===== src/sv/assert_macros.svh =====
// Assertion helpers for the weighted score replacement block
`ifndef ASSERT_MACROS_SVH
`define ASSERT_MACROS_SVH

// Check a property on every clock edge outside reset
`define WSC_ASSERT(label, prop, msg) \
    label: assert property (@(posedge i_clk) disable iff (!i_rst_n) prop) else $error(msg);

// Check that a condition is followed by another in the next cycle
`define WSC_ASSERT_NEXT(label, cond, nxt, msg) \
    label: assert property (@(posedge i_clk) disable iff (!i_rst_n) (cond) |=> (nxt)) \
        else $error(msg);

`endif


===== src/sv/wsc_pkg.sv =====
package wsc_pkg;

    localparam int NUM_SETS      = 2048;
    localparam int NUM_WAYS      = 16;
    localparam int HIST_DEPTH    = 8;
    localparam int REUSE_ENTRIES = 2048;
    localparam int ADDR_BITS     = 48;
    localparam int STAMP_BITS    = 32;
    localparam int SCORE_BITS    = 48;
    localparam int CNT_W         = 4;

    localparam int SET_W     = $clog2(NUM_SETS);
    localparam int WAY_W     = $clog2(NUM_WAYS);
    localparam int HIST_W    = $clog2(HIST_DEPTH);
    localparam int FILL_W    = $clog2(HIST_DEPTH + 1);
    localparam int REUSE_W   = $clog2(REUSE_ENTRIES);
    localparam int BLK_W     = SET_W + WAY_W;
    localparam int HADDR_W   = SET_W + HIST_W;
    localparam int LOAD_N    = (NUM_WAYS > HIST_DEPTH) ? NUM_WAYS : HIST_DEPTH;
    localparam int LOAD_CW   = $clog2(LOAD_N + 1);
    localparam int CFG_IDX_W = 3;

    typedef enum logic [CFG_IDX_W-1:0] {
        CFG_WEIGHT_AGE   = 3'd0,
        CFG_WEIGHT_HITS  = 3'd1,
        CFG_WEIGHT_DIST  = 3'd2,
        CFG_WEIGHT_REUSE = 3'd3,
        CFG_COUNT_CAP    = 3'd4,
        CFG_LINE_SHIFT   = 3'd5
    } t_cfg_idx;

    typedef struct packed {
        logic                 mode;
        logic [10:0]          set_index;
        logic [3:0]           way_index;
        logic [47:0]          phys_addr;
        logic [47:0]          program_counter;
        logic                 was_hit;
    } t_in_item;

    typedef struct packed {
        logic [3:0]           evict_way;
        logic [47:0]          victim_score;
    } t_out_item;

    typedef struct packed {
        logic [STAMP_BITS-1:0] stamp;
        logic [CNT_W-1:0]      hits;
        logic [ADDR_BITS-1:0]  pc;
        logic [ADDR_BITS-1:0]  addr;
    } t_blk;

    typedef struct packed {
        logic [FILL_W-1:0] fill;
        logic [HIST_W-1:0] head;
    } t_meta;

    typedef struct packed {
        logic                  valid;
        logic [ADDR_BITS-1:0]  tag;
        logic [CNT_W-1:0]      score;
        logic [STAMP_BITS-1:0] stamp;
    } t_reuse_ent;

    typedef enum logic {
        ALU_DIST = 1'b0,
        ALU_MAC  = 1'b1
    } t_alu_op;

    typedef struct packed {
        t_alu_op               op;
        logic [SCORE_BITS-1:0] a;
        logic [SCORE_BITS-1:0] b;
        logic [CNT_W-1:0]      w;
        logic [SCORE_BITS-1:0] acc;
    } t_alu_req;

    typedef struct packed {
        logic                  clear;
        logic [REUSE_W-1:0]    clr_idx;
        logic                  lookup;
        logic                  train;
        logic                  hit;
        logic [ADDR_BITS-1:0]  pc;
        logic [STAMP_BITS-1:0] clock;
        logic [CNT_W-1:0]      cap;
    } t_reuse_req;

    typedef struct packed {
        logic done;
    } t_reuse_rsp;

    function automatic logic [CNT_W-1:0] cap_minus(input logic [CNT_W-1:0] v,
                                                   input logic [CNT_W-1:0] cap);
        return (v >= cap) ? '0 : cap - v;
    endfunction

    function automatic logic [CNT_W-1:0] hit_step(input logic [CNT_W-1:0] v,
                                                  input logic hit,
                                                  input logic [CNT_W-1:0] cap);
        logic [CNT_W-1:0] res;
        if (hit) begin
            res = (v >= cap) ? cap : v + 1'b1;
        end else begin
            res = (v == '0) ? '0 : v - 1'b1;
        end
        return res;
    endfunction

endpackage


===== src/sv/wsc_alu.sv =====
module wsc_alu import wsc_pkg::*; (
    input  t_alu_req              i_req,
    output logic [SCORE_BITS-1:0] o_res
);

    localparam logic [SCORE_BITS-1:0] SCORE_MAX = '1;

    logic [SCORE_BITS+CNT_W-1:0] w_prod;
    logic [SCORE_BITS-1:0]       w_prod_sat;
    logic [SCORE_BITS:0]         w_sum;
    logic [SCORE_BITS-1:0]       w_diff;

    always_comb begin
        w_prod     = i_req.a * {{SCORE_BITS{1'b0}}, i_req.w};
        w_prod_sat = (w_prod[SCORE_BITS+CNT_W-1:SCORE_BITS] != '0) ? SCORE_MAX
                                                                 : w_prod[SCORE_BITS-1:0];
        w_sum      = {1'b0, i_req.acc} + {1'b0, w_prod_sat};
        w_diff     = (i_req.a > i_req.b) ? i_req.a - i_req.b : i_req.b - i_req.a;
        case (i_req.op)
            ALU_DIST: o_res = (w_diff < i_req.acc) ? w_diff : i_req.acc;
            ALU_MAC:  o_res = w_sum[SCORE_BITS] ? SCORE_MAX : w_sum[SCORE_BITS-1:0];
            default:  o_res = i_req.acc;
        endcase
    end

endmodule


===== config.mk =====
export PLATFORM = sky130hd
export DESIGN_NAME = wsc_alu
export DESIGN_NICKNAME = d
export VERILOG_FILES = /design/src/sv/assert_macros.svh /design/src/sv/wsc_pkg.sv /design/src/sv/wsc_alu.sv
export SDC_FILE = /design/constraint.sdc
export NUM_CORES = 1
export LEC_CHECK = 0
export BUFFER_PORTS_ARGS = -buffer_cell sky130_fd_sc_hd__buf_2
export CAP_MARGIN = 10
export CORE_MARGIN = 2
export CORE_UTILIZATION = 35
export DETAILED_ROUTE_END_ITERATION = 8
export GPL_TIMING_DRIVEN = 0
export MAX_ROUTING_LAYER = met4
export PLACE_DENSITY = 0.51
export SLEW_MARGIN = 20
export SYNTH_ARGS = -nofsm -noshare
export SYNTH_HDL_FRONTEND = slang
export SYNTH_SLANG_ARGS = --single-unit
export TNS_END_PERCENT = 10

===== constraint.sdc =====
create_clock -name vclk -period 13.65
set_input_delay 2.73 -clock vclk [all_inputs]
set_output_delay 2.73 -clock vclk [all_outputs]
set_load 0.1 [all_outputs]

Word level (Yosys, flattened, before mapping). Cells that the tools add are included.

Logic and storage cells: 13. Bits in registers: 0. Input port bits: 149. Output and inout port bits: 48.

Mux-type cells: 5. Bitwise operators: 1. $add $sub $neg: 3. $lt $le $gt $ge: 2. Multipliers: 1. Reductions and logical operators: 1.

Operators with widths (count): $mux W48 (4); $pmux W48 S2 (1); $sub A48 B48 Y48 (2); $mul A48 B4 Y52 (1); $add A48 B48 Y49 (1); $gt A48 B48 Y1 (1); $lt A48 B48 Y1 (1); $reduce_bool A4 Y1 (1); $not A1 Y1 (1).

Logic depth before layout (Yosys ltp).
Depth in word-level cells: 6. Gate-level depth with buffers: 35. Mapped depth without buffers: 29.

Worst setup path after synthesis. No wires, ideal clock.

Kind: input to output. Start point: in i_req[51] in the netlist's numbering. End point: out o_res[41]. Stages: 32. Required time: 10.920 ns. Data arrival time: 11.238 ns. Path slack: -0.318 ns. Cells stage by stage: clkbuf_1 clkbuf_1 and2_1 fa_1 inv_1 fa_1 inv_1 ha_1 a21oi_1 o221ai_1 or2_2 o211a_1 o21bai_1 a2111oi_1 or3_1 a22o_1 nor4_4 buf_6 buf_8 nand2_1 ha_1 clkbuf_1 a21o_1 a311o_1 a2111oi_4 a211o_1 a31oi_1 a21oi_1 a21oi_1 xnor2_1 a22o_1 nor3_1.

Cells in the longest elaborated chain, start to end: 6.

RTL lines: from (decl) (RTL line wsc_alu.sv:2) `input t_alu_req i_req,`; $mul A48 B4 Y52 * (RTL line wsc_alu.sv:14) `w_prod = i_req.a * {{SCORE_BITS{1'b0}}, i_req.w};`; $reduce_bool A4 Y1 (RTL line wsc_alu.sv:15) `w_prod_sat = (w_prod[SCORE_BITS+CNT_W-1:SCORE_BITS] != '0) ? SCORE_MAX`; $mux W48 * (RTL line wsc_alu.sv:15); $add A48 B48 Y49 * (RTL line wsc_alu.sv:17) `w_sum = {1'b0, i_req.acc} + {1'b0, w_prod_sat};`; $mux W48 * (RTL line wsc_alu.sv:21) `ALU_MAC: o_res = w_sum[SCORE_BITS] ? SCORE_MAX : w_sum[SCORE_BITS-1:0];`; $pmux W48 S2 * (RTL line wsc_alu.sv:19) `case (i_req.op)`; to (decl) (RTL line wsc_alu.sv:3) `output logic [SCORE_BITS-1:0] o_res`.

Every way passes the cells marked *; elsewhere a longest branch is shown, timed or not.

Final worst setup path.
Start point: in i_req[51] in the netlist's numbering. End point: out o_res[42].

The elaborated chain is that of the path after synthesis.

==> results_dict.tcl <==
set metrics [dict create \
    yosys.area_share.simple_pct 22.4 \
    place_area_um2 19200 \
    rsz0062_at_grt "yes" \
    ant_nets 0 \
    synth_common_cells "342 x inv_1, 251 x a21oi_1, 249 x ha_1" \
    place.gp.congestion 0.979 \
    rows 81 \
    fin_util_pct 40.4 \
    syn_nets 3040 \
    use_met3_pct 0.998 \
    grt_antenna_before_repair 1 \
    required_ps 10920 \
    clkbuf_count 0 \
    stdcell_area_um2 19800 \
    yosysSeqAreaShare_pct 0 \
    yosysUniqueCellTypes 90 \
    pin_count 197 \
    dieArea_um2 51400 \
    tns_ps 0 \
    synth_compound_area_share_pct 29.4 \
    nFillCells 5359 \
    hold_path.class "in2out" \
    seq_area_um2 0 \
    cp_max_fo 10 \
    vias 19100 \
    power_density_nw_per_um2 123 \
    hpwl_um 62400 \
    first_pass_iters 5 \
    synth-xor-area-share_pct 6.40 \
    final_cells 3409 \
    synth_top_area_share_pct 17.9 \
    vdd_drop_max_uv 103 \
    synth_area_um2 17400 \
    hold_viol 0 \
    finalCriticalPeriod_ps 13310 \
    synth_cells 2547 \
    drive_above_1_share_pct 12.6 \
    die_w_um 227 \
    grt_pass1_wl_um 107000 \
    cp-startpoint "i_req[51]" \
    layout.nets 3239 \
    grt_pass1_vias 18300 \
    post-synth-top-count-cell "inv_1" \
    start_util_pct 35.5 \
    power.static_leakage_nw 9.74 \
    synthToLayoutAreaGrowth_pct 13.7 \
    fin_crit_sh_pct 97.5 \
    final_max_slew_viol_count 0 \
    fmax_ghz 0.0751 \
    outcome "completed" \
    tightestPinTransition_ps 891 \
    core_region_area_um2 49000 \
    cp-end-kind "output pin" \
    wire_per_inst_um 20.9 \
    cpPeakStageDelay_ps 530 \
    path_class "in2out" \
    grt_max_degree 11 \
    synth_top_family_by_area "compound AO/OA/AOI/OAI gates" \
    io_buffer_count 192 \
    synth_adder_area_share_pct 28.9 \
    critical_path_depth 35 \
    gr-max-usage-layer "met2" \
    grt_use_met1_pct 40.3 \
    slowest_stage "fa_1" \
    yosys_warnings 0 \
    cap_violations 0 \
    yosys-mux-area-fraction_pct 2.11 \
    use_met2_pct 43.5 \
    drcViolationCount 0 \
    avgSynthCellArea_um2 6.82 \
    whs_ps 6000 \
    dieHeight_um 227 \
    crit_end "o_res[42]" \
    slew_headroom_pct 40.2 \
    crit_buf_inv 10 \
    path_delay_family "simple AND/OR/NAND/NOR gates" \
    multiInputGateArea_um2 15800 \
    hold_buffers 0 \
    grt-ovfl-total 0 \
    dp.cells 3403 \
    wl_um 71400 \
    worstPathArrival_ps 10580 \
    synth_top_cells_by_area "ha_1 18%, fa_1 11%, inv_1 7.4%" \
    seq_cells 0 \
    viasPerCell 5.59 \
    setup_violations 0 \
    drt-initial-drc-count 1567 \
    crit_path_start_kind "input pin" \
    synth_top_cell_by_area "ha_1" \
    grt_use_total_pct 27.8 \
]
-- worst min-delay path, stage by stage --
cell,delay (ps)
buf_2,120
inv_1,100
a31oi_2,130
buf_6,190
-- routing by layer --
metal  vias to the layer above  share of wire (%)
met4                         0                1.8
met2                       619                 44
met3                        53                5.6
met5                         -                  0
li1                       9226                  -
met1                      9156                 48
-- how the worst min path moves through the flow --
| stage | slack, ps | start | cells past startpoint | end |
|---|---|---|---|---|
| after floorplan | 5900 | i_req[32] | 2 | o_res[32] |
| after global placement | 6050 | i_req[1] | 4 | o_res[1] |
| after detailed placement | 6050 | i_req[1] | 4 | o_res[1] |
| after CTS | 5990 | i_req[25] | 4 | o_res[25] |
| after global routing | 6000 | i_req[25] | 4 | o_res[25] |
| final | 6000 | i_req[25] | 4 | o_res[25] |
-- stage by stage --
stage	power [W]	setup slack [ps]
6_report	0.00243	340
4_1_cts	0.00234	5.81
3_5_place_dp	0.00227	-1780
5_1_grt	0.00262	-22.3
3_3_place_gp	0.00228	-1810
2_1_floorplan	0.00167	-241
-- power breakdown --
part           leakage, nW  switching, W       internal, W
clock network   0.00000634             0  0.00000000000980
logic                 9.74       0.00168          0.000755
registers                0             0                 0
-- area by class of cell --
| class | instances | area share (%) |
|---|---|---|
| repair buffers | 202 | 6.04 |
| well taps | 664 | 4.21 |
| plain buffers | 116 | 3.14 |
| multi-input cells | 2083 | 80.1 |
| inverters | 343 | 6.52 |
| diodes | 1 | 0.0127 |
-- cells by family after synthesis --
kind of cell             Yosys count
buffers and inverters            464
XOR/XNOR                         127
multiplexers                      36
AND/OR/NAND/NOR                  773
adder cells (fa/ha/maj)          344
AO/OA/AOI/OAI                    803
-- what timing repair did --
| item | in CTS | in global routing |
|---|---|---|
| setup buffers | 4 | 6 |
| resized for setup | 80 | 77 |
| setup endpoints to repair | 48 | 48 |
| pin swaps | 6 | 11 |
-- layout by cell type (no fill, tap or decap), drive strengths merged, types with 95 or more instances in the layout --
cell,synthesis,layout
o21ai,179,179
inv,342,342
ha,249,249
nor2,134,134
buf,47,243
fa,95,95
nand2,230,230
and2,153,153
a21oi,252,252
a21o,99,99
No activity file was read; power rests on OpenSTA's default activity.
